--- config.mk ---
export PLATFORM = sky130hd
export DESIGN_NAME = timed_averaging_measurement_sequencer_flat
export DESIGN_NICKNAME = d
export VERILOG_FILES = /design/src/hdl/tams_pkg.sv /design/src/hdl/tams_in_if.sv /design/src/hdl/tams_out_if.sv /design/src/hdl/tams_div.sv /design/src/hdl/tams_dp.sv /design/src/hdl/tams_ctrl.sv /design/src/hdl/timed_averaging_measurement_sequencer.sv /design/src/flat_wrapper.sv
export SDC_FILE = /design/constraint.sdc
export NUM_CORES = 1
export LEC_CHECK = 0
export BUFFER_PORTS_ARGS = -buffer_cell sky130_fd_sc_hd__buf_4
export CAP_MARGIN = 0
export CORE_MARGIN = 2
export CORE_UTILIZATION = 55
export CTS_CLUSTER_DIAMETER = 30
export DETAILED_ROUTE_END_ITERATION = 7
export PLACE_DENSITY = 0.73
export SLEW_MARGIN = 10
export SYNTH_ARGS = -nofsm -noshare
export SYNTH_HDL_FRONTEND = slang
export SYNTH_SLANG_ARGS = --single-unit
--- constraint.sdc ---
create_clock -name i_clk -period 10.1 [get_ports i_clk]
set_clock_uncertainty 0.05 [all_clocks]
set_input_delay 1.01 -clock i_clk [delete_from_list [all_inputs] [get_ports i_clk]]
set_output_delay 1.01 -clock i_clk [all_outputs]
set_load 0.01 [all_outputs]
--- src/hdl/tams_pkg.sv ---
// ----------------------------------------------------------------------------
// tams_pkg
// shared types, widths, register indexes and reset values of the sequencer
// ----------------------------------------------------------------------------
`default_nettype none

package tams_pkg;

    localparam int ADC_BITS_DEF = 14;
    localparam int ADC_IN_W     = 14;
    localparam int VALUE_W      = 18;
    localparam int TSC_W        = 17;
    localparam int CFG_IDX_W    = 3;
    localparam int CFG_DATA_W   = 20;

    localparam logic [CFG_IDX_W-1:0] CFG_WARMUP    = 3'd0;
    localparam logic [CFG_IDX_W-1:0] CFG_INTERVAL  = 3'd1;
    localparam logic [CFG_IDX_W-1:0] CFG_SAMPLES   = 3'd2;
    localparam logic [CFG_IDX_W-1:0] CFG_TRIALS    = 3'd3;
    localparam logic [CFG_IDX_W-1:0] CFG_DEBOUNCE  = 3'd4;

    localparam logic [19:0] WARMUP_RST   = 20'd3000;
    localparam logic [19:0] INTERVAL_RST = 20'd1000;
    localparam logic [7:0]  SAMPLES_RST  = 8'd5;
    localparam logic [7:0]  TRIALS_RST   = 8'd20;
    localparam logic [15:0] DEBOUNCE_RST = 16'd30;

    typedef enum logic [1:0] {
        PH_READY = 2'd0,
        PH_WARM  = 2'd1,
        PH_RUN   = 2'd2,
        PH_DONE  = 2'd3
    } t_phase;

    typedef struct packed {
        logic step;
        logic div_start;
        logic load_out;
    } t_ctrl_cmd;

    typedef struct packed {
        logic need_div;
    } t_dp_stat;

    typedef struct packed {
        logic busy;
    } t_div_stat;

    typedef struct packed {
        logic               led_enable;
        t_phase             phase;
        logic [7:0]         trial_index;
        logic [7:0]         samples_taken;
        logic               reading_valid;
        logic [VALUE_W-1:0] reading_value;
        logic [7:0]         reading_trial;
        logic               run_complete;
    } t_result;

endpackage

`default_nettype wire

--- src/hdl/tams_in_if.sv ---
// ----------------------------------------------------------------------------
// tams_in_if
// tick channel: raw button level and converter sample
// ----------------------------------------------------------------------------
`default_nettype none

interface tams_in_if;
    logic                          valid;
    logic                          ready;
    logic                          button_level;
    logic [tams_pkg::ADC_IN_W-1:0] adc_sample;

    modport source (output valid, output button_level, output adc_sample, input ready);
    modport sink   (input valid, input button_level, input adc_sample, output ready);
endinterface

`default_nettype wire

--- src/hdl/tams_out_if.sv ---
// ----------------------------------------------------------------------------
// tams_out_if
// result channel: one status word per tick
// ----------------------------------------------------------------------------
`default_nettype none

interface tams_out_if;
    logic                         valid;
    logic                         ready;
    logic                         led_enable;
    logic [1:0]                   phase;
    logic [7:0]                   trial_index;
    logic [7:0]                   samples_taken;
    logic                         reading_valid;
    logic [tams_pkg::VALUE_W-1:0] reading_value;
    logic [7:0]                   reading_trial;
    logic                         run_complete;

    modport source (
        output valid, output led_enable, output phase, output trial_index,
        output samples_taken, output reading_valid, output reading_value,
        output reading_trial, output run_complete, input ready
    );
    modport sink (
        input valid, input led_enable, input phase, input trial_index,
        input samples_taken, input reading_valid, input reading_value,
        input reading_trial, input run_complete, output ready
    );
endinterface

`default_nettype wire

--- src/hdl/tams_div.sv ---
// ----------------------------------------------------------------------------
// tams_div
// restoring divider, one quotient bit per cycle, 8-bit divisor
// ----------------------------------------------------------------------------
`default_nettype none

module tams_div #(
    parameter int DW = 26
) (
    input  wire logic                i_clk,
    input  wire logic                i_rst_n,
    input  wire logic                i_start,
    input  wire logic [DW-1:0]       i_num,
    input  wire logic [7:0]          i_den,
    output tams_pkg::t_div_stat      o_stat,
    output logic [DW-1:0]            o_quo
);

    localparam int CNT_W = $clog2(DW + 1);

    logic [CNT_W-1:0] r_cnt;
    logic [DW-1:0]    r_quo;
    logic [7:0]       r_rem;
    logic [7:0]       r_den;
    logic [8:0]       trial;
    logic [8:0]       diff;
    logic             ge;

    assign trial = {r_rem, r_quo[DW-1]};
    assign diff  = trial - {1'b0, r_den};
    assign ge    = trial >= {1'b0, r_den};

    always_ff @(posedge i_clk) begin
        if (!i_rst_n) begin
            r_cnt <= '0;
        end else if (i_start) begin
            r_cnt <= CNT_W'(DW);
        end else if (r_cnt != '0) begin
            r_cnt <= r_cnt - 1'b1;
        end
    end

    always_ff @(posedge i_clk) begin
        if (i_start) begin
            r_quo <= i_num;
            r_rem <= '0;
            r_den <= i_den;
        end else if (r_cnt != '0) begin
            r_quo <= {r_quo[DW-2:0], ge};
            r_rem <= ge ? diff[7:0] : trial[7:0];
        end
    end

    assign o_stat.busy = r_cnt != '0;
    assign o_quo       = r_quo;

endmodule

`default_nettype wire

--- src/hdl/tams_dp.sv ---
// ----------------------------------------------------------------------------
// tams_dp
// datapath: configuration, debounce, warm-up and sampling counters, result word
// ----------------------------------------------------------------------------
`default_nettype none

module tams_dp #(
    parameter int ADC_BITS = tams_pkg::ADC_BITS_DEF
) (
    input  wire logic                                i_clk,
    input  wire logic                                i_rst_n,
    input  wire tams_pkg::t_ctrl_cmd                 i_cmd,
    input  wire logic                                i_button_level,
    input  wire logic [tams_pkg::ADC_IN_W-1:0]       i_adc_sample,
    input  wire logic                                i_cfg_we,
    input  wire logic [tams_pkg::CFG_IDX_W-1:0]      i_cfg_idx,
    input  wire logic [tams_pkg::CFG_DATA_W-1:0]     i_cfg_data,
    input  wire logic [ADC_BITS+11:0]                i_quo,
    output tams_pkg::t_dp_stat                       o_stat,
    output logic [ADC_BITS+11:0]                     o_div_num,
    output logic [7:0]                               o_div_den,
    output tams_pkg::t_result                        o_result
);

    localparam int SUM_W = ADC_BITS + 8;
    localparam int SB    = (ADC_BITS < tams_pkg::ADC_IN_W) ? ADC_BITS : tams_pkg::ADC_IN_W;
    localparam logic [tams_pkg::TSC_W-1:0] TSC_MAX = '1;

    logic [19:0] r_warmup_ticks;
    logic [19:0] r_sample_interval;
    logic [7:0]  r_samples_per_trial;
    logic [7:0]  r_trials_per_run;
    logic [15:0] r_debounce_ticks;

    tams_pkg::t_phase            r_phase, n_phase;
    logic                        r_stable, n_stable;
    logic [tams_pkg::TSC_W-1:0]  r_tsc, n_tsc;
    logic [19:0]                 r_warm, n_warm;
    logic [19:0]                 r_wait, n_wait;
    logic [7:0]                  r_cnt, n_cnt;
    logic [SUM_W-1:0]            r_sum, n_sum;
    logic [7:0]                  r_trial, n_trial;

    logic                        r_res_valid, n_res_valid;
    logic [7:0]                  r_res_trial, n_res_trial;
    logic                        r_res_complete, n_res_complete;

    tams_pkg::t_result           r_out;

    logic                        chg;
    logic                        press;
    logic [tams_pkg::TSC_W-1:0]  tsc_a;
    tams_pkg::t_phase            phase_a;
    logic [19:0]                 warm_a;
    logic [7:0]                  trial_a;
    logic [SUM_W-1:0]            sample_x;
    logic [SUM_W-1:0]            sum_s;
    logic [7:0]                  cnt_s;
    logic [7:0]                  trial_s;

    // configuration registers
    always_ff @(posedge i_clk) begin
        if (!i_rst_n) begin
            r_warmup_ticks      <= tams_pkg::WARMUP_RST;
            r_sample_interval   <= tams_pkg::INTERVAL_RST;
            r_samples_per_trial <= tams_pkg::SAMPLES_RST;
            r_trials_per_run    <= tams_pkg::TRIALS_RST;
            r_debounce_ticks    <= tams_pkg::DEBOUNCE_RST;
        end else if (i_cfg_we) begin
            case (i_cfg_idx)
                tams_pkg::CFG_WARMUP:   r_warmup_ticks      <= i_cfg_data[19:0];
                tams_pkg::CFG_INTERVAL: r_sample_interval   <= i_cfg_data[19:0];
                tams_pkg::CFG_SAMPLES:  r_samples_per_trial <= i_cfg_data[7:0];
                tams_pkg::CFG_TRIALS:   r_trials_per_run    <= i_cfg_data[7:0];
                tams_pkg::CFG_DEBOUNCE: r_debounce_ticks    <= i_cfg_data[15:0];
                default: ;
            endcase
        end
    end

    assign sample_x = SUM_W'(i_adc_sample[SB-1:0]);
    assign sum_s    = r_sum + sample_x;
    assign cnt_s    = r_cnt + 8'd1;
    assign trial_s  = trial_a + 8'd1;

    always_comb begin
        chg     = (i_button_level != r_stable) &&
                  (r_tsc > {1'b0, r_debounce_ticks});
        press   = chg && !i_button_level &&
                  (r_phase == tams_pkg::PH_READY || r_phase == tams_pkg::PH_DONE);
        n_stable = chg ? i_button_level : r_stable;
        tsc_a    = chg ? '0 : r_tsc;
        n_tsc    = (tsc_a == TSC_MAX) ? tsc_a : tsc_a + 1'b1;
        phase_a  = press ? tams_pkg::PH_WARM : r_phase;
        warm_a   = press ? r_warmup_ticks : r_warm;
        trial_a  = press ? 8'd0 : r_trial;

        n_phase        = phase_a;
        n_warm         = warm_a;
        n_wait         = r_wait;
        n_cnt          = r_cnt;
        n_sum          = r_sum;
        n_trial        = trial_a;
        n_res_valid    = 1'b0;
        n_res_trial    = 8'd0;
        n_res_complete = 1'b0;

        case (phase_a)
            tams_pkg::PH_WARM: begin
                if (warm_a == 20'd0) begin
                    n_cnt   = 8'd0;
                    n_sum   = '0;
                    n_wait  = 20'd0;
                    n_phase = tams_pkg::PH_RUN;
                end else begin
                    n_warm = warm_a - 20'd1;
                end
            end
            tams_pkg::PH_RUN: begin
                if (r_wait == 20'd0) begin
                    n_wait = (r_sample_interval == 20'd0) ? 20'd0
                                                          : r_sample_interval - 20'd1;
                    n_sum  = sum_s;
                    n_cnt  = cnt_s;
                    if (cnt_s >= r_samples_per_trial) begin
                        n_res_valid = 1'b1;
                        n_res_trial = trial_s;
                        n_trial     = trial_s;
                        n_cnt       = 8'd0;
                        n_sum       = '0;
                        if (trial_s >= r_trials_per_run) begin
                            n_phase        = tams_pkg::PH_DONE;
                            n_res_complete = 1'b1;
                        end
                    end
                end else begin
                    n_wait = r_wait - 20'd1;
                end
            end
            default: ;
        endcase
    end

    assign o_stat.need_div = n_res_valid;
    assign o_div_num       = {sum_s, 4'b0000};
    assign o_div_den       = (cnt_s == 8'd0) ? 8'd1 : cnt_s;

    always_ff @(posedge i_clk) begin
        if (!i_rst_n) begin
            r_phase        <= tams_pkg::PH_READY;
            r_stable       <= 1'b1;
            r_tsc          <= '0;
            r_warm         <= '0;
            r_wait         <= '0;
            r_cnt          <= '0;
            r_sum          <= '0;
            r_trial        <= '0;
            r_res_valid    <= 1'b0;
            r_res_trial    <= '0;
            r_res_complete <= 1'b0;
        end else if (i_cmd.step) begin
            r_phase        <= n_phase;
            r_stable       <= n_stable;
            r_tsc          <= n_tsc;
            r_warm         <= n_warm;
            r_wait         <= n_wait;
            r_cnt          <= n_cnt;
            r_sum          <= n_sum;
            r_trial        <= n_trial;
            r_res_valid    <= n_res_valid;
            r_res_trial    <= n_res_trial;
            r_res_complete <= n_res_complete;
        end
    end

    // output word register
    always_ff @(posedge i_clk) begin
        if (i_cmd.load_out) begin
            r_out.led_enable    <= (r_phase == tams_pkg::PH_WARM) ||
                                   (r_phase == tams_pkg::PH_RUN);
            r_out.phase         <= r_phase;
            r_out.trial_index   <= r_trial;
            r_out.samples_taken <= r_cnt;
            r_out.reading_valid <= r_res_valid;
            r_out.reading_value <= r_res_valid ? i_quo[tams_pkg::VALUE_W-1:0] : '0;
            r_out.reading_trial <= r_res_trial;
            r_out.run_complete  <= r_res_complete;
        end
    end

    assign o_result = r_out;

endmodule

`default_nettype wire

--- src/hdl/tams_ctrl.sv ---
// ----------------------------------------------------------------------------
// tams_ctrl
// controller: accepts a tick, waits on the divider if the tick ends a trial, loads the output word
// ----------------------------------------------------------------------------
`default_nettype none

module tams_ctrl (
    input  wire logic                 i_clk,
    input  wire logic                 i_rst_n,
    input  wire logic                 i_in_valid,
    input  wire logic                 i_out_ready,
    input  wire tams_pkg::t_dp_stat   i_dp_stat,
    input  wire tams_pkg::t_div_stat  i_div_stat,
    output logic                      o_in_ready,
    output logic                      o_out_valid,
    output tams_pkg::t_ctrl_cmd       o_cmd
);

    typedef enum logic [1:0] {
        S_IDLE,
        S_DIV,
        S_PUT
    } t_state;

    t_state r_state;
    logic   r_out_valid;
    logic   slot_free;

    assign slot_free        = !r_out_valid || i_out_ready;
    assign o_in_ready       = r_state == S_IDLE;
    assign o_cmd.step       = o_in_ready && i_in_valid;
    assign o_cmd.div_start  = o_cmd.step && i_dp_stat.need_div;
    assign o_cmd.load_out   = (r_state == S_PUT) && slot_free;
    assign o_out_valid      = r_out_valid;

    always_ff @(posedge i_clk) begin
        if (!i_rst_n) begin
            r_state     <= S_IDLE;
            r_out_valid <= 1'b0;
        end else begin
            if (o_cmd.load_out) begin
                r_out_valid <= 1'b1;
            end else if (i_out_ready) begin
                r_out_valid <= 1'b0;
            end
            case (r_state)
                S_IDLE: begin
                    if (o_cmd.step) begin
                        r_state <= i_dp_stat.need_div ? S_DIV : S_PUT;
                    end
                end
                S_DIV: begin
                    if (!i_div_stat.busy) begin
                        r_state <= S_PUT;
                    end
                end
                S_PUT: begin
                    if (slot_free) begin
                        r_state <= S_IDLE;
                    end
                end
                default: r_state <= S_IDLE;
            endcase
        end
    end

endmodule

`default_nettype wire

--- src/hdl/timed_averaging_measurement_sequencer.sv ---
// ----------------------------------------------------------------------------
// timed_averaging_measurement_sequencer
// button-started warm-up and averaged sampling sequencer, one word per tick
// ----------------------------------------------------------------------------
// usage
//   i_in carries one word per millisecond tick: button level and sample.
//   o_out returns one status word per accepted tick: LED enable, phase,
//   trial and sample counts, and on trial ends the average (4 fraction
//   bits, floor of sum*16/count), its trial number and run completion.
//   configuration is written through i_cfg_we / i_cfg_idx / i_cfg_data
//   while no tick is in flight.
// sequence
//   a tick that ends no trial is accepted, then the output word is loaded.
//   a tick that ends a trial is accepted and starts the divider, which
//   forms one quotient bit per step over the ADC_BITS+12-bit dividend;
//   once the divider is seen to finish, the output word is loaded.
// reset
//   synchronous, active low: phase ready, button released, counters zero,
//   registers at their defaults, output empty.
// stall
//   the output word is registered; a new tick is taken while it waits,
//   and that tick's word is held back until the waiting one is taken.
// ----------------------------------------------------------------------------
`default_nettype none

module timed_averaging_measurement_sequencer #(
    parameter int ADC_BITS = tams_pkg::ADC_BITS_DEF
) (
    input  wire logic                            i_clk,
    input  wire logic                            i_rst_n,
    tams_in_if.sink                              i_in,
    tams_out_if.source                           o_out,
    input  wire logic                            i_cfg_we,
    input  wire logic [tams_pkg::CFG_IDX_W-1:0]  i_cfg_idx,
    input  wire logic [tams_pkg::CFG_DATA_W-1:0] i_cfg_data
);

    localparam int DW = ADC_BITS + 12;

    tams_pkg::t_ctrl_cmd  cmd;
    tams_pkg::t_dp_stat   dp_stat;
    tams_pkg::t_div_stat  div_stat;
    tams_pkg::t_result    result;
    logic [DW-1:0]        div_num;
    logic [7:0]           div_den;
    logic [DW-1:0]        div_quo;

    tams_ctrl u_ctrl (
        .i_clk       (i_clk),
        .i_rst_n     (i_rst_n),
        .i_in_valid  (i_in.valid),
        .i_out_ready (o_out.ready),
        .i_dp_stat   (dp_stat),
        .i_div_stat  (div_stat),
        .o_in_ready  (i_in.ready),
        .o_out_valid (o_out.valid),
        .o_cmd       (cmd)
    );

    tams_dp #(
        .ADC_BITS (ADC_BITS)
    ) u_dp (
        .i_clk          (i_clk),
        .i_rst_n        (i_rst_n),
        .i_cmd          (cmd),
        .i_button_level (i_in.button_level),
        .i_adc_sample   (i_in.adc_sample),
        .i_cfg_we       (i_cfg_we),
        .i_cfg_idx      (i_cfg_idx),
        .i_cfg_data     (i_cfg_data),
        .i_quo          (div_quo),
        .o_stat         (dp_stat),
        .o_div_num      (div_num),
        .o_div_den      (div_den),
        .o_result       (result)
    );

    tams_div #(
        .DW (DW)
    ) u_div (
        .i_clk   (i_clk),
        .i_rst_n (i_rst_n),
        .i_start (cmd.div_start),
        .i_num   (div_num),
        .i_den   (div_den),
        .o_stat  (div_stat),
        .o_quo   (div_quo)
    );

    assign o_out.led_enable    = result.led_enable;
    assign o_out.phase         = result.phase;
    assign o_out.trial_index   = result.trial_index;
    assign o_out.samples_taken = result.samples_taken;
    assign o_out.reading_valid = result.reading_valid;
    assign o_out.reading_value = result.reading_value;
    assign o_out.reading_trial = result.reading_trial;
    assign o_out.run_complete  = result.run_complete;

`ifndef SYNTH
    a_no_accept_while_dividing: assert property (
        @(posedge i_clk) disable iff (!i_rst_n) div_stat.busy |-> !i_in.ready
    ) else $error("tick accepted while divider busy");

    a_reading_phase: assert property (
        @(posedge i_clk) disable iff (!i_rst_n)
        (o_out.valid && o_out.reading_valid) |->
        (o_out.phase == tams_pkg::PH_RUN || o_out.phase == tams_pkg::PH_DONE)
    ) else $error("reading outside running or done");

    a_complete_with_reading: assert property (
        @(posedge i_clk) disable iff (!i_rst_n)
        (o_out.valid && o_out.run_complete) |->
        (o_out.reading_valid && o_out.phase == tams_pkg::PH_DONE)
    ) else $error("run complete without final reading");
`endif

endmodule

`default_nettype wire

--- src/flat_wrapper.sv ---
// flat-port wrapper written by rule: the top's interface ports become plain ports
module timed_averaging_measurement_sequencer_flat 
#(
    parameter int ADC_BITS = tams_pkg::ADC_BITS_DEF
)
  (i_clk, i_rst_n, i_cfg_we, i_cfg_idx, i_cfg_data, i_in_valid, i_in_button_level, i_in_adc_sample, i_in_ready, o_out_valid, o_out_led_enable, o_out_phase, o_out_trial_index, o_out_samples_taken, o_out_reading_valid, o_out_reading_value, o_out_reading_trial, o_out_run_complete, o_out_ready);
  tams_in_if i_in_i ();
  tams_out_if o_out_i ();
  input  wire logic i_clk;
  input  wire logic i_rst_n;
  input  wire logic i_cfg_we;
  input  wire logic [tams_pkg::CFG_IDX_W-1:0] i_cfg_idx;
  input  wire logic [tams_pkg::CFG_DATA_W-1:0] i_cfg_data;
  input wire logic [$bits(i_in_i.valid)-1:0] i_in_valid;
  input wire logic [$bits(i_in_i.button_level)-1:0] i_in_button_level;
  input wire logic [$bits(i_in_i.adc_sample)-1:0] i_in_adc_sample;
  output wire logic [$bits(i_in_i.ready)-1:0] i_in_ready;
  output wire logic [$bits(o_out_i.valid)-1:0] o_out_valid;
  output wire logic [$bits(o_out_i.led_enable)-1:0] o_out_led_enable;
  output wire logic [$bits(o_out_i.phase)-1:0] o_out_phase;
  output wire logic [$bits(o_out_i.trial_index)-1:0] o_out_trial_index;
  output wire logic [$bits(o_out_i.samples_taken)-1:0] o_out_samples_taken;
  output wire logic [$bits(o_out_i.reading_valid)-1:0] o_out_reading_valid;
  output wire logic [$bits(o_out_i.reading_value)-1:0] o_out_reading_value;
  output wire logic [$bits(o_out_i.reading_trial)-1:0] o_out_reading_trial;
  output wire logic [$bits(o_out_i.run_complete)-1:0] o_out_run_complete;
  input wire logic [$bits(o_out_i.ready)-1:0] o_out_ready;
  assign i_in_i.valid = i_in_valid;
  assign i_in_i.button_level = i_in_button_level;
  assign i_in_i.adc_sample = i_in_adc_sample;
  assign i_in_ready = i_in_i.ready;
  assign o_out_valid = o_out_i.valid;
  assign o_out_led_enable = o_out_i.led_enable;
  assign o_out_phase = o_out_i.phase;
  assign o_out_trial_index = o_out_i.trial_index;
  assign o_out_samples_taken = o_out_i.samples_taken;
  assign o_out_reading_valid = o_out_i.reading_valid;
  assign o_out_reading_value = o_out_i.reading_value;
  assign o_out_reading_trial = o_out_i.reading_trial;
  assign o_out_run_complete = o_out_i.run_complete;
  assign o_out_i.ready = o_out_ready;
  timed_averaging_measurement_sequencer #(.ADC_BITS(ADC_BITS)) u_core (.i_clk(i_clk), .i_rst_n(i_rst_n), .i_in(i_in_i), .o_out(o_out_i), .i_cfg_we(i_cfg_we), .i_cfg_idx(i_cfg_idx), .i_cfg_data(i_cfg_data));
endmodule
Word level (Yosys, flattened, before mapping)
Cells that the tools add are included.
{"block": "totals", "out_inout_bits": 49, "regBits": 277, "in_bits": 43, "wordCells": 145}
{"block": "classes", "add_sub_neg": 9, "magnitude_cmp": 4, "muxes": 49, "n_reduce_logical": 32, "bitwise": 1, "n_eq_ne": 18}
{"cell": "$mux W20", "n": 6}
{"cell": "$mux W8", "n": 11}
{"cell": "$mux W22", "n": 3}
{"cell": "$logic_not A20 Y1", "n": 3}
{"cell": "$sub A20 B1 Y20 const B", "n": 3}
{"cell": "$mux W26", "n": 2}
{"cell": "$pmux W22 S2", "n": 1}
{"cell": "$pmux W20 S2", "n": 1}
{"cell": "$mux W17", "n": 2}
{"cell": "$add A22 B14 Y22", "n": 1}
{"cell": "$mux W2", "n": 9}
{"cell": "$add A17 B1 Y17 const B", "n": 1}
{"cell": "$eq A17 B17 Y1 const B", "n": 1}
{"cell": "$gt A17 B16 Y1", "n": 1}
{"cell": "$add A8 B1 Y8 const B", "n": 2}
{"cell": "$ge A8 B8 Y1", "n": 2}
{"cell": "$pmux W8 S2", "n": 1}
{"cell": "$reduce_and A2 Y1", "n": 6}
{"cell": "$mux W5", "n": 2}
{"cell": "$ge A9 B8 Y1", "n": 1}
{"cell": "$mux W1", "n": 9}
{"cell": "$eq A2 B2 Y1 const B", "n": 4}
{"cell": "$logic_not A8 Y1", "n": 1}
{"cell": "$ne A2 B2 Y1 const B", "n": 4}
{"cell": "21 further kinds", "n": 36}

Logic depth before layout (Yosys ltp)
Gate-level depths: netlist of run 1.
{"block": "logic_depth", "word_depth": 11, "ltp_mapped": 24, "depth_no_buf": 20}

By module
Synthesis of run 1 repeated with hierarchy kept, for this count alone.
{"block": "unflattened", "cells_unflattened": 1746, "area_unflattened_um2": 15018.2}
{"mod": "tams_dp", "cells_per_inst": 1520, "seq_area_each_um2": 5014.8, "area_per_inst_um2": 12424.4, "n_inst": 1}
{"mod": "tams_div", "cells_per_inst": 208, "seq_area_each_um2": 1281.2, "area_per_inst_um2": 2426.1, "n_inst": 1}
{"mod": "tams_ctrl", "cells_per_inst": 18, "seq_area_each_um2": 60.1, "area_per_inst_um2": 167.7, "n_inst": 1}

Worst setup path before layout of run 1
No wires, ideal clock.
{"block": "synth_timing", "path_type": "register to register", "startpoint": "reg u_core.u_dp.r_debounce_ticks[14]", "endpoint": "reg u_core.u_dp.r_phase[0]", "path_buffers": 4, "arrival_ns": 4.238, "stages_incl_launch_ff": 25, "synth_period_minus_slack_ns": 4.418, "required_time_ns": 9.920, "setup_ns": 0.130, "path_slack_ns": 5.682, "cell_sequence": "dfxtp_1 -> inv_1 -> ha_1 -> nand4b_4 -> and4bb_2 -> nand2_1 -> and2_0 -> clkbuf_1 -> nand2_1 -> clkbuf_1 -> clkbuf_1 -> clkbuf_1 -> and2_1 -> ha_1 -> nand4_1 -> nor2_1 -> xnor2_1 -> nor2_1 -> ha_1 -> a2111oi_0 -> o21ai_0 -> o21ai_0 -> o31ai_1 -> a21oi_1 -> o32ai_1"}
{"block": "synth_via", "elab_chain_len": 11, "elab_cells_between_ends": 17, "classes_between": "1 x add/sub; 2 x order compare; 2 x eq/ne; 8 x mux; 4 x reduce/logical"}
{"item": "start: declaration", "line": "tams_dp.sv:33", "rtl": "logic [15:0] r_debounce_ticks;"}
{"item": "start signal: assignment", "line": "tams_dp.sv:68", "rtl": "r_debounce_ticks <= tams_pkg::DEBOUNCE_RST;"}
{"item": "start signal: assignment", "line": "tams_dp.sv:75", "rtl": "tams_pkg::CFG_DEBOUNCE: r_debounce_ticks <= i_cfg_data[15:0];"}
{"item": "$gt A17 B16 Y1 *", "line": "tams_dp.sv:88", "rtl": "(r_tsc > {1'b0, r_debounce_ticks});"}
{"item": "$logic_and A1 B1 Y1 *", "line": "tams_dp.sv:87", "rtl": "chg = (i_button_level != r_stable) &&"}
{"item": "$logic_and A1 B1 Y1 * (2 in a row)", "line": "tams_dp.sv:89", "rtl": "press = chg && !i_button_level &&"}
{"item": "$mux W8", "line": "tams_dp.sv:96", "rtl": "trial_a = press ? 8'd0 : r_trial;"}
{"item": "$add A8 B1 Y8", "line": "tams_dp.sv:84", "rtl": "assign trial_s = trial_a + 8'd1;"}
{"item": "$ge A8 B8 Y1", "line": "tams_dp.sv:131", "rtl": "if (trial_s >= r_trials_per_run) begin"}
{"item": "$mux W2", "line": "tams_dp.sv:131"}
{"item": "$mux W2", "line": "tams_dp.sv:125", "rtl": "if (cnt_s >= r_samples_per_trial) begin"}
{"item": "$mux W2", "line": "tams_dp.sv:120", "rtl": "if (r_wait == 20'd0) begin"}
{"item": "$pmux W2 S2 *", "line": "tams_dp.sv:108", "rtl": "case (phase_a)"}
{"item": "end signal: assignment", "line": "tams_dp.sv:150", "rtl": "r_phase <= tams_pkg::PH_READY;"}
{"item": "end signal: assignment", "line": "tams_dp.sv:162", "rtl": "r_phase <= n_phase;"}
{"item": "end: declaration", "line": "tams_dp.sv:35", "rtl": "tams_pkg::t_phase r_phase, n_phase;"}
Every way passes the cells marked *; elsewhere a longest branch is shown, timed or not.
A chain may end at the register's enable or synchronous reset.

Worst setup path after layout of run 1
{"block": "layout_timing", "startpoint": "reg u_core.u_dp.r_debounce_ticks[13]", "endpoint": "reg u_core.u_dp.r_sum[16]"}
{"block": "layout_via", "elab_chain_len": 8, "elab_cells_between_ends": 14, "classes_between": "1 x order compare; 4 x eq/ne; 3 x mux; 6 x reduce/logical"}
{"item": "$gt A17 B16 Y1 *", "line": "tams_dp.sv:88"}
{"item": "$logic_and A1 B1 Y1 *", "line": "tams_dp.sv:87"}
{"item": "$logic_and A1 B1 Y1 * (2 in a row)", "line": "tams_dp.sv:89"}
{"item": "$mux W20 or $mux W2 (tied branches)", "line": "tams_dp.sv:95, tams_dp.sv:94"}
{"item": "$logic_not A20 Y1 (tied with other cells)", "line": "tams_dp.sv:110", "rtl": "if (warm_a == 20'd0) begin"}
{"item": "$ne A2 B2 Y1 (no source line) or $reduce_bool A2 Y1 (tied branches)"}
{"item": "$reduce_and A4 Y1 (no source line)"}
{"item": "end signal: assignment", "line": "tams_dp.sv:168", "rtl": "r_sum <= n_sum;"}
{"item": "end: declaration", "line": "tams_dp.sv:41", "rtl": "logic [SUM_W-1:0] r_sum, n_sum;"}
Marked as above.

==> results of run 1 <==
-- through the flow --
step	utilization (%)	area, sq um	hold slack (ns)
final	68.0	17800	0.390
after floorplan	-	14800	0.356
after CTS	68.0	17800	0.383
after detailed placement	59.7	15700	0.375
after global placement	59.7	15700	0.365
after global routing	68.0	17800	0.397
-- layout make-up --
| type | count | area, sq um | share of cell area, % |
|---|---|---|---|
| clock buffers | 66 | 1540 | 8.66 |
| clock inverters | 46 | 627 | 3.52 |
| inverters | 66 | 250 | 1.40 |
| multi-input cells | 1308 | 7860 | 44.1 |
| flip-flops and latches | 277 | 6320 | 35.4 |
| well taps | 335 | 419 | 2.35 |
| repair buffers | 107 | 803 | 4.51 |
-- worst max path at each step --
stage                                          start                endpoint  slack (ns)  cells after the start
floorplan           u_core.u_dp.r_debounce_ticks[14]  u_core.u_dp.r_phase[0]        5.68                     24
global placement                   i_in_button_level   u_core.u_dp.r_sum[18]        4.99                     13
detailed placement                 i_in_button_level   u_core.u_dp.r_sum[20]        4.74                     13
CTS                 u_core.u_dp.r_debounce_ticks[14]   u_core.u_dp.r_sum[18]        4.94                     16
global route        u_core.u_dp.r_debounce_ticks[14]   u_core.u_dp.r_sum[18]        4.51                     16
finish              u_core.u_dp.r_debounce_ticks[13]   u_core.u_dp.r_sum[16]        4.89                     16
-- worst max-delay path, cell delays in order (launching register included) --
cell and delay [ns]:
sky130_fd_sc_hd__dfxtp_1 0.33, sky130_fd_sc_hd__inv_1 0.05, sky130_fd_sc_hd__ha_1 0.32, sky130_fd_sc_hd__nand4b_4 0.13
sky130_fd_sc_hd__nor4_2 0.31, sky130_fd_sc_hd__nand2_1 0.10, sky130_fd_sc_hd__o2111a_1 0.42, sky130_fd_sc_hd__nor2_4 0.21
sky130_fd_sc_hd__mux2i_1 0.31, sky130_fd_sc_hd__ha_1 0.45, sky130_fd_sc_hd__nor2b_1 0.23, sky130_fd_sc_hd__and4b_1 0.32
sky130_fd_sc_hd__nand4_1 0.21, sky130_fd_sc_hd__o211ai_2 0.21, sky130_fd_sc_hd__nand4b_4 0.59, sky130_fd_sc_hd__or4_1 0.67
sky130_fd_sc_hd__a31oi_1 0.17
-- state kept, by name, summed over array words and instances (netlist names), 8 cells and up --
register,count
u_core.u_dp.r_samples_per_trial,8
u_core.u_dp.r_wait,20
u_core.u_dp.r_warmup_ticks,20
u_core.u_dp.r_cnt,8
u_core.u_dp.r_warm,20
u_core.u_div.o_quo,26
u_core.u_dp.r_sample_interval,20
u_core.u_div.r_den,8
u_core.u_dp.r_trial,8
u_core.u_div.r_rem,8
u_core.u_dp.r_tsc,17
u_core.u_dp.r_sum,22
u_core.u_dp.r_debounce_ticks,16
u_core.u_dp.o_result,47
u_core.u_dp.r_res_trial,8
u_core.u_dp.r_trials_per_run,8
-- cell usage in the layout (no fill, tap or decap), types with 22 or more instances in the layout --
| cell | n |
|---|---|
| sky130_fd_sc_hd__o21ai_0 | 91 |
| sky130_fd_sc_hd__a21oi_1 | 162 |
| sky130_fd_sc_hd__nor4_1 | 22 |
| sky130_fd_sc_hd__nand2_1 | 296 |
| sky130_fd_sc_hd__clkbuf_16 | 60 |
| sky130_fd_sc_hd__nor2_1 | 130 |
| sky130_fd_sc_hd__edfxtp_1 | 77 |
| sky130_fd_sc_hd__xor2_1 | 37 |
| sky130_fd_sc_hd__inv_1 | 65 |
| sky130_fd_sc_hd__nand3_1 | 86 |
| sky130_fd_sc_hd__and2_1 | 28 |
| sky130_fd_sc_hd__dfxtp_1 | 200 |
| sky130_fd_sc_hd__xnor2_1 | 41 |
| sky130_fd_sc_hd__ha_1 | 65 |
| sky130_fd_sc_hd__buf_4 | 107 |
| sky130_fd_sc_hd__nor3_1 | 49 |
-- per-layer routing --
| layer | wire length, microns | vias up |
|---|---|---|
| met2 | 17300 | 467 |
| met4 | 1060 | 0 |
| met1 | 17900 | 6208 |
| met3 | 2630 | 94 |
| li1 | - | 6404 |
| met5 | 0 | - |
-- cells by family (layout without fill, tap and decap cells) --
logic type      Yosys count  after routing  share of synthesized area, %
xor+xnor                 78             78                          4.63
simple gates            741            741                          24.4
buf+inv                 156            285                          4.21
fa+ha+maj                67             67                          5.78
flops                   277            277                          42.8
mux                      25             25                          1.79
compound gates          397            397                          16.4
-- report_power, final --
group          leakage (nW)  switching, mW  internal (mW)
Combinational          3.39          0.268          0.161
Sequential             2.34         0.0520           1.27
Clock                  1.03          0.669           1.40
Total                  6.76          0.989           2.82
==> impl_summary.log, run 1 <==
INFO  metric fin_tns_setup = 0 ns
INFO  metric irDropWorstVdd = 0.000164 V
INFO  metric run_status = finished clean
INFO  metric post-route-period-util = 51.6%
INFO  metric post-route-drc-count = 0
INFO  metric gr-usage-met2 = 41.7%
INFO  metric std_cell_rows = 59
INFO  metric worst-endpoint-required = 10.54 ns
INFO  metric finish.cell_count_without_fillers = 2,205
INFO  metric drv_slew = 0
INFO  metric design.core.area = 0.0262 sq mm
INFO  metric overall_via_count_from_detail_route = 13,200
INFO  metric vias_per_cell = 5.97
INFO  metric postSynthCellCount = 1,741
INFO  metric netlist-cell-type-count = 93
INFO  metric max_slew.worst_pin.slew = 1.18 ns
INFO  metric final_nets = 1,929
INFO  metric filler_cell_count = 2,085
INFO  metric avgSynthCellArea = 8.48 sq um
INFO  metric synth.net_count = 1,851
INFO  metric timing.fmax = 192 MHz
INFO  metric final.min_clock_period = 5.21 ns
INFO  metric worst_slew_margin = 20.6%
INFO  metric netlist.top_cell.by_area = sky130_fd_sc_hd__dfxtp_1
INFO  metric end_point_of_the_worst_hold_path = u_core.u_dp.o_result[6]
INFO  metric min_from = u_core.u_dp.r_res_trial[5]
INFO  metric global_route.usage.met1 = 38.8%
INFO  metric synth_top_cells_by_area = sky130_fd_sc_hd__dfxtp_1 (27%), sky130_fd_sc_hd__edfxtp_1 (16%), sky130_fd_sc_hd__nand2_1 (7.5%)
INFO  metric post_route_cells_drive_above_1_share = 13.7%
INFO  metric rsz0062_at_grt = false
INFO  metric finalWorstSetupSlack = 4.89 ns
INFO  metric finalPower = 3.81 mW
INFO  metric detail_route.iter0.violations = 1,253
INFO  metric synth_area = 0.0148 sq mm
INFO  metric gp_congestion = 0.887
INFO  metric synth_seq_area_share = 42.8%
INFO  metric synth_seq_cells = 277
INFO  metric io_pins = 92
INFO  metric post_place_setup_slack = 4.74 ns
INFO  metric ctsHoldBuffers = 0
INFO  metric die_w = 168 microns
INFO  metric dp.cells = 2,093
INFO  metric cts.root.buffer_cell = sky130_fd_sc_hd__clkbuf_16
INFO  metric worst-r2r-setup-slack = 4.89 ns
INFO  metric grt_overflow = 0
INFO  metric yosysWarnings = 0
INFO  metric worstHoldPathCells = 0
INFO  metric synth_ff_type = sky130_fd_sc_hd__dfxtp_1
INFO  metric yosysMostFrequentCell = sky130_fd_sc_hd__nand2_1
INFO  metric path_type_of_the_worst_min_delay_path = reg2reg
INFO  metric drt_first_pass_iters = 5
INFO  metric hpwlAfterDp = 25,900 microns
INFO  metric placement.io_buffers = 91
INFO  metric clkLatencyLatePin = 0.58 ns
INFO  metric setup_viol = 0
INFO  metric clock-sinks = 277
INFO  metric timing.critical_path.to_type = flip-flop
INFO  metric design.die.area = 0.0282 sq mm
INFO  metric track_usage = 27.0%
INFO  metric drt.antenna.violating_nets = 0
INFO  metric insertedDiodeCount = 0
INFO  metric synthTopCellsByCount = sky130_fd_sc_hd__nand2_1 (296), sky130_fd_sc_hd__dfxtp_1 (200), sky130_fd_sc_hd__a21oi_1 (162)
INFO  metric cts_resized = 0
INFO  metric clock_path_buffers = 3
INFO  metric syn2layout_area_growth = 20.7%
INFO  metric p_per_area = 214 mW/mm^2
INFO  metric ff2ff_path_depth = 16
INFO  metric cts.reportedPaths.clkPinSlew = 0.05 ns
INFO  metric globalRoute.busiestLayer = met2
INFO  metric synthDominantCellAreaShare = 27.1%
INFO  metric synth_edf_count = 77
INFO  metric grt_pass1_wl = 62,300 microns
INFO  metric timing.critical_path.fanout_max = 48
INFO  metric pin_count_of_the_biggest_net_entering_global_routing = 79
INFO  metric start_util = 56.4%
INFO  metric worstSetupStartpointType = flip-flop
INFO  metric arrival = 5.65 ns
INFO  metric drv_cap = 0
INFO  metric cts_post_setup_buffers_inserted = 0
INFO  metric async_reset_ff_share = 0%
INFO  metric groute.layer.met3.usage = 4.09%
INFO  metric timing_worst_setup_path_type = reg2reg
INFO  metric cts_tree = built
INFO  metric detail_route.wirelength = 38,900 microns
INFO  metric total_leakage_power = 6.76 nW
INFO  metric floorplan.die.height = 168 microns
INFO  metric tritoncts.num_buffers = 59
INFO  metric reg2reg_to = u_core.u_dp.r_sum[16]
INFO  metric number_of_antenna_violations_at_the_first_check_in_global_routing = 0
INFO  metric first_global_vias = 12,100
INFO  metric htree_num_levels = 2
INFO  metric hold_violations = 0
INFO  metric route.detailed.wl_per_inst = 17.7 microns
INFO  metric worstReg2RegStart = u_core.u_dp.r_debounce_ticks[13]
Note: power is estimated with default switching activity, not from simulation.
==> run 2, diff against run 1 <==
==> constraint.sdc (replaced) <==
create_clock -name i_clk -period 5.2 [get_ports i_clk]
set_clock_uncertainty 0.05 [all_clocks]
set_input_delay 0.52 -clock i_clk [delete_from_list [all_inputs] [get_ports i_clk]]
set_output_delay 0.52 -clock i_clk [all_outputs]
set_load 0.01 [all_outputs]
==> run 2 against run 1 <==
Against the previous run:
- sequential power rose by 95%
- critical path depth up 2
- cell area shrank 0.79%
- worst hold slack worse by 0.25 ns
- non-clock buffer count rose by 9
- sequential share of layout area is 0.28 points higher
- combinational power is 100% higher
- sequential cell count unchanged
- global-route usage grew 0.46 points
- count of clock-buffer cells in the layout unchanged
- critical path type unchanged
- largest cell class unchanged
==> impl_summary.log, run 2 (synthesized netlist as in run 1, its figures left out) <==
INFO  metric drv_slew = 0
INFO  metric htree_num_levels = 2
INFO  metric max_slew.worst_pin.slew = 0.913 ns
INFO  metric clock-sinks = 277
INFO  metric pin_count_of_the_biggest_net_entering_global_routing = 73
INFO  metric post-route-period-util = 93.2%
INFO  metric placement.io_buffers = 91
INFO  metric design.die.area = 0.0282 sq mm
INFO  metric drv_cap = 0
INFO  metric most_frequent_cells_in_the_layout = sky130_fd_sc_hd__nand2_1 (296), sky130_fd_sc_hd__dfxtp_1 (200), sky130_fd_sc_hd__a21oi_1 (162)
INFO  metric p_per_area = 399 mW/mm^2
INFO  metric critPathMaxStageDelay = 0.43 ns
INFO  metric fin_tns_setup = 0 ns
INFO  metric post_place_setup_slack = 0.501 ns
INFO  metric groute.layer.met3.usage = 4.72%
INFO  metric reg2reg_to = u_core.u_dp.r_sum[15]
INFO  metric cts_tree = built
INFO  metric overall_via_count_from_detail_route = 13,300
INFO  metric rsz0062_at_grt = false
INFO  metric grt_overflow = 0
INFO  metric run_status = finished clean
INFO  metric timing.critical_path.to_type = flip-flop
INFO  metric drt_first_pass_iters = 6
INFO  metric ff_latch_area = 0.00632 sq mm
INFO  metric worst-r2r-setup-slack = 0.35 ns
INFO  metric grt_pass1_wl = 63,500 microns
INFO  metric track_usage = 27.4%
INFO  metric die_w = 168 microns
INFO  metric route.detailed.wl_per_inst = 17.7 microns
INFO  metric cts.reportedPaths.clkPinSlew = 0.05 ns
INFO  metric cp_slowest_cell = sky130_fd_sc_hd__o2111a_1
INFO  metric global_route.usage.met1 = 37.1%
INFO  metric start_util = 56.4%
INFO  metric clock_path_buffers = 3
INFO  metric worstSetupStartpointType = flip-flop
INFO  metric timing.fmax = 206 MHz
INFO  metric min_from = i_cfg_data[9]
INFO  metric irDropWorstVdd = 0.000300 V
INFO  metric detail_route.iter0.violations = 1,193
INFO  metric detail_route.wirelength = 39,200 microns
INFO  metric final.min_clock_period = 4.85 ns
INFO  metric worstHoldPathCells = 3
INFO  metric filler_cell_count = 2,127
INFO  metric floorplan.die.height = 168 microns
INFO  metric total_leakage_power = 6.73 nW
INFO  metric multi_input_comb_area = 0.00786 sq mm
INFO  metric worstPathCellList = inv_1 > ha_1 > nand4b_4 > nor4_2 > nand2_1 > o2111a_1 > nor2_4 > mux2i_1 > ha_1 > nor2b_1 > and4b_1 > nand4_1 > o211ai_2 > nand4b_4 > buf_4 > nor2_1 > a41oi_1 > a21oi_1
INFO  metric vias_per_cell = 6.02
INFO  metric gr-usage-met2 = 44.7%
INFO  metric post_route_cells_drive_above_1_share = 14.0%
INFO  metric syn2layout_area_growth = 19.7%
INFO  metric hpwlAfterDp = 26,500 microns
INFO  metric hold_violations = 0
INFO  metric cts.root.buffer_cell = sky130_fd_sc_hd__clkbuf_16
INFO  metric std_cell_rows = 59
INFO  metric timing.critical_path.fanout_max = 20
INFO  metric ff2ff_path_depth = 18
INFO  metric post-route-drc-count = 0
INFO  metric worstPathBufferInverterCount = 2
INFO  metric number_of_antenna_violations_at_the_first_check_in_global_routing = 0
INFO  metric finalWorstSetupSlack = 0.351 ns
INFO  metric tritoncts.num_buffers = 57
INFO  metric globalRoute.busiestLayer = met2
INFO  metric cts_post_setup_buffers_inserted = 0
INFO  metric cts_resized = 0
INFO  metric gp_congestion = 0.887
INFO  metric clkLatencyLatePin = 0.58 ns
INFO  metric finalPower = 7.05 mW
INFO  metric max_reg_flops = 47
INFO  metric path_type_of_the_worst_min_delay_path = in2reg
INFO  metric insertedDiodeCount = 0
INFO  metric io_pins = 92
INFO  metric critical_path.top_delay_family = simple AND/OR/NAND/NOR gates
INFO  metric setup_viol = 0
INFO  metric most_common_cell_after_layout_fill_and_taps_aside = sky130_fd_sc_hd__nand2_1
INFO  metric first_global_vias = 12,700
INFO  metric arrival = 5.30 ns
INFO  metric end_point_of_the_worst_hold_path = u_core.u_dp.r_warmup_ticks[9]
INFO  metric worst-endpoint-required = 5.65 ns
INFO  metric worstReg2RegStart = u_core.u_dp.r_debounce_ticks[15]
INFO  metric timing_worst_setup_path_type = reg2reg
INFO  metric ctsHoldBuffers = 0
INFO  metric final_nets = 1,936
INFO  metric design.core.area = 0.0262 sq mm
INFO  metric worst_slew_margin = 39.1%
INFO  metric drt.antenna.violating_nets = 0
-- run 2: worst reg2reg max path: cells and delay by family (launching register included) --
| kind | cells | cell delay [ns] |
|---|---|---|
| muxes | 1 | 0.33 |
| adders and majority gates | 2 | 0.60 |
| AOI/OAI and AO/OA | 4 | 0.95 |
| and+or+nand+nor | 9 | 2.13 |
| buffers and inverters | 2 | 0.39 |
| DFF | 1 | 0.33 |
-- run 2: final cells by class --
| cell class | count | share of cell area (%) |
|---|---|---|
| clock buffers | 66 | 8.60 |
| repair buffers | 116 | 4.92 |
| multi-input cells | 1308 | 44.5 |
| well taps | 335 | 2.37 |
| flip-flops and latches | 277 | 35.7 |
| clock inverters | 42 | 2.50 |
| inverters | 66 | 1.42 |
-- run 2: through the flow --
| stage | cell area (sq um) | instances | util, % | hold slack, ns |
|---|---|---|---|---|
| after detailed placement | 15700 | 2102 | 60.0 | 0.365 |
| final | 17700 | 2210 | 67.5 | 0.145 |
| after global placement | 15700 | 2102 | 60.0 | 0.365 |
| after CTS | 17700 | 2210 | 67.5 | 0.127 |
| after global routing | 17700 | 2210 | 67.5 | 0.153 |
| after floorplan | 14800 | 1741 | - | 0.356 |
-- run 2: worst max path at each step --
stage,start,to,slack [ns],depth (start not counted)
global route,u_core.u_dp.r_debounce_ticks[15],u_core.u_dp.r_sum[15],0.06,18
finish,u_core.u_dp.r_debounce_ticks[15],u_core.u_dp.r_sum[15],0.35,18
floorplan,u_core.u_dp.r_debounce_ticks[14],u_core.u_dp.r_phase[0],0.78,24
detailed placement,u_core.u_dp.r_debounce_ticks[15],u_core.u_dp.r_sum[15],0.50,18
global placement,u_core.u_dp.r_debounce_ticks[14],u_core.u_dp.r_sum[15],0.67,18
CTS,u_core.u_dp.r_debounce_ticks[15],u_core.u_dp.r_sum[15],0.45,18
-- run 2: power breakdown --
group	internal (mW)	total, mW	switching, mW
clock	2.33	3.61	1.28
sequential	2.46	2.57	0.106
combinational	0.338	0.876	0.539
-- run 2: per-layer routing --
layer	up-vias	wire length, microns
met3	85	2580
met4	0	1060
met5	-	0
met2	473	18000
li1	6409	-
met1	6345	17600
==> run 3, diff against run 2 <==
--- a/config.mk
+++ b/config.mk
@@ -12,6 +12,7 @@
 export CTS_CLUSTER_DIAMETER = 30
 export DETAILED_ROUTE_END_ITERATION = 7
 export PLACE_DENSITY = 0.73
+export RECOVER_POWER = 25
 export SLEW_MARGIN = 10
 export SYNTH_ARGS = -nofsm -noshare
 export SYNTH_HDL_FRONTEND = slang
==> run 3 against run 2 <==
Against the previous run:
- the flow now finishes with violations (capacitance limit, slew limit)
- count of clock-buffer cells in the layout did not move
- first-iteration DRC count fell by 0.50%
- critical path depth did not move
- register-to-register slack barely moved
- wire length barely moved
- worst setup slack improved by 0.0090 ns
- via count fell by 0.44%
- combinational power barely moved
- worst hold slack improved by 0.0082 ns
- critical endpoint unchanged
- highest routed layer unchanged
==> impl_summary.log, run 3 (synthesized netlist as in run 1, its figures left out) <==
INFO  metric run_status = finished with violations
INFO  metric failed_checks = capacitance limit, slew limit
INFO  metric vias_per_cell = 6.00
INFO  metric total_leakage_power = 6.68 nW
INFO  metric cts_resized = 0
INFO  metric pin_count_of_the_biggest_net_entering_global_routing = 73
INFO  metric grt_pass1_wl = 63,500 microns
INFO  metric drt.antenna.violating_nets = 0
INFO  metric drv_cap = 1
INFO  metric floorplan.die.height = 168 microns
INFO  metric path_type_of_the_worst_min_delay_path = in2reg
INFO  metric cts.reportedPaths.clkPinSlew = 0.05 ns
INFO  metric detail_route.iter0.violations = 1,187
INFO  metric tritoncts.num_buffers = 57
INFO  metric timing.critical_path.fanout_max = 20
INFO  metric fin_tns_setup = 0 ns
INFO  metric cts_tree = built
INFO  metric gp_congestion = 0.887
INFO  metric rsz0062_at_grt = false
INFO  metric finish.instance_area = 0.0177 sq mm
INFO  metric clkLatencyLatePin = 0.58 ns
INFO  metric hpwlAfterDp = 26,500 microns
INFO  metric insertedDiodeCount = 0
INFO  metric syn2layout_area_growth = 19.6%
INFO  metric post-route-period-util = 93.1%
INFO  metric io_pins = 92
INFO  metric finish.cell_count_without_fillers = 2,210
INFO  metric p_per_area = 399 mW/mm^2
INFO  metric htree_num_levels = 2
INFO  metric placement.cell_area = 0.0157 sq mm
INFO  metric worst_slew_margin = -88.4%
INFO  metric first_global_vias = 12,700
INFO  metric number_of_antenna_violations_at_the_first_check_in_global_routing = 0
INFO  metric cts.root.buffer_cell = sky130_fd_sc_hd__clkbuf_16
INFO  metric dp.cells = 2,102
INFO  metric placement.io_buffers = 91
INFO  metric die_w = 168 microns
INFO  metric max_reg_flops = 47
INFO  metric track_usage = 27.4%
INFO  metric clock_path_buffers = 3
INFO  metric setup_viol = 0
INFO  metric final_nets = 1,936
INFO  metric std_cell_rows = 59
INFO  metric hold_violations = 0
INFO  metric overall_via_count_from_detail_route = 13,300
INFO  metric max_slew.worst_pin.slew = 2.81 ns
INFO  metric timing.fmax = 207 MHz
INFO  metric worst-endpoint-required = 5.64 ns
INFO  metric start_util = 56.4%
INFO  metric worstSetupStartpointType = flip-flop
INFO  metric drt_first_pass_iters = 5
INFO  metric post-route-drc-count = 0
INFO  metric grt_overflow = 0
INFO  metric final.min_clock_period = 4.84 ns
INFO  metric design.core.area = 0.0262 sq mm
INFO  metric route.detailed.wl_per_inst = 17.7 microns
INFO  metric clock-sinks = 277
INFO  metric post_route_cells_drive_above_1_share = 13.7%
INFO  metric irDropWorstVdd = 0.000300 V
INFO  metric detail_route.wirelength = 39,200 microns
INFO  metric design.die.area = 0.0282 sq mm
INFO  metric drv_slew = 73
INFO  metric arrival = 5.28 ns
INFO  metric timing_worst_setup_path_type = reg2reg
INFO  metric cts_post_setup_buffers_inserted = 0
INFO  metric timing.critical_path.to_type = flip-flop
INFO  metric most_common_cell_after_layout_fill_and_taps_aside = sky130_fd_sc_hd__nand2_1
INFO  metric ctsHoldBuffers = 0
INFO  metric most_frequent_cells_in_the_layout = sky130_fd_sc_hd__nand2_1 (296), sky130_fd_sc_hd__dfxtp_1 (200), sky130_fd_sc_hd__a21oi_1 (162)
## run 3: cell count changes in the layout (fill, tap and decap cells not counted)
cell / previous run / this run
sky130_fd_sc_hd__and2_0: 2 / 17
sky130_fd_sc_hd__clkinvlp_2: 0 / 1
sky130_fd_sc_hd__clkbuf_1: 3 / 10
sky130_fd_sc_hd__and2_1: 28 / 13
sky130_fd_sc_hd__buf_4: 116 / 109
sky130_fd_sc_hd__inv_4: 1 / 0
## run 3: layout make-up
type | instances | area [sq um]
tap | 335 | 419
multi-input combinational | 1308 | 7860
clock inverter | 42 | 443
inverter | 66 | 249
fill | 2136 | 8550
timing repair buffer | 116 | 845
clock buffer | 66 | 1520
sequential | 277 | 6320
## run 3: final timing paths
kind,end,slack (ns),cells past startpoint,start
hold / removal,u_core.u_dp.r_warmup_ticks[9],0.15,3,i_cfg_data[9]
hold reg to reg,u_core.u_dp.o_result[2],0.38,0,u_core.u_dp.r_res_trial[1]
setup reg to reg,u_core.u_dp.r_sum[15],0.36,18,u_core.u_dp.r_debounce_ticks[15]
setup / recovery,u_core.u_dp.r_sum[15],0.36,18,u_core.u_dp.r_debounce_ticks[15]
## run 3: per-layer routing
| metal | wire length, microns | vias up | GRT usage [%] |
|---|---|---|---|
| li1 | - | 6413 | - |
| met1 | 17500 | 6304 | 37.1 |
| met2 | 18100 | 459 | 44.7 |
| met3 | 2570 | 78 | 4.72 |
| met4 | 986 | 0 | 9.38 |
| met5 | 0 | - | 0 |
## run 3: metrics by stage
step	power, mW	hold slack [ns]	setup slack, ns	util, %
finish	7.05	0.153	0.360	67.4
detailed placement	3.47	0.365	0.501	60.0
global route	7.33	0.153	0.0566	67.4
CTS	7.08	0.127	0.446	67.5
floorplan	3.19	0.356	0.782	-
global placement	3.43	0.365	0.669	60.0
## run 3: power breakdown
part | internal [mW] | total, mW | leakage, nW | switching, mW
combinational | 0.337 | 0.875 | 3.37 | 0.538
sequential | 2.46 | 2.57 | 2.35 | 0.106
clock | 2.33 | 3.61 | 0.963 | 1.28
total | 5.13 | 7.05 | 6.68 | 1.92
## run 3: critical path, stage by stage, from the launching register on
cell	delay (ns)
sky130_fd_sc_hd__dfxtp_1	0.33
sky130_fd_sc_hd__inv_1	0.05
sky130_fd_sc_hd__ha_1	0.33
sky130_fd_sc_hd__nand4b_4	0.12
sky130_fd_sc_hd__nor4_2	0.31
sky130_fd_sc_hd__nand2_1	0.11
sky130_fd_sc_hd__o2111a_1	0.43
sky130_fd_sc_hd__nor2_4	0.30
sky130_fd_sc_hd__mux2i_1	0.33
sky130_fd_sc_hd__ha_1	0.27
sky130_fd_sc_hd__nor2b_1	0.18
sky130_fd_sc_hd__and4b_1	0.31
sky130_fd_sc_hd__nand4_1	0.21
sky130_fd_sc_hd__o211ai_2	0.22
sky130_fd_sc_hd__nand4b_4	0.33
sky130_fd_sc_hd__buf_4	0.33
sky130_fd_sc_hd__nor2_1	0.23
sky130_fd_sc_hd__a41oi_1	0.15
sky130_fd_sc_hd__a21oi_1	0.15
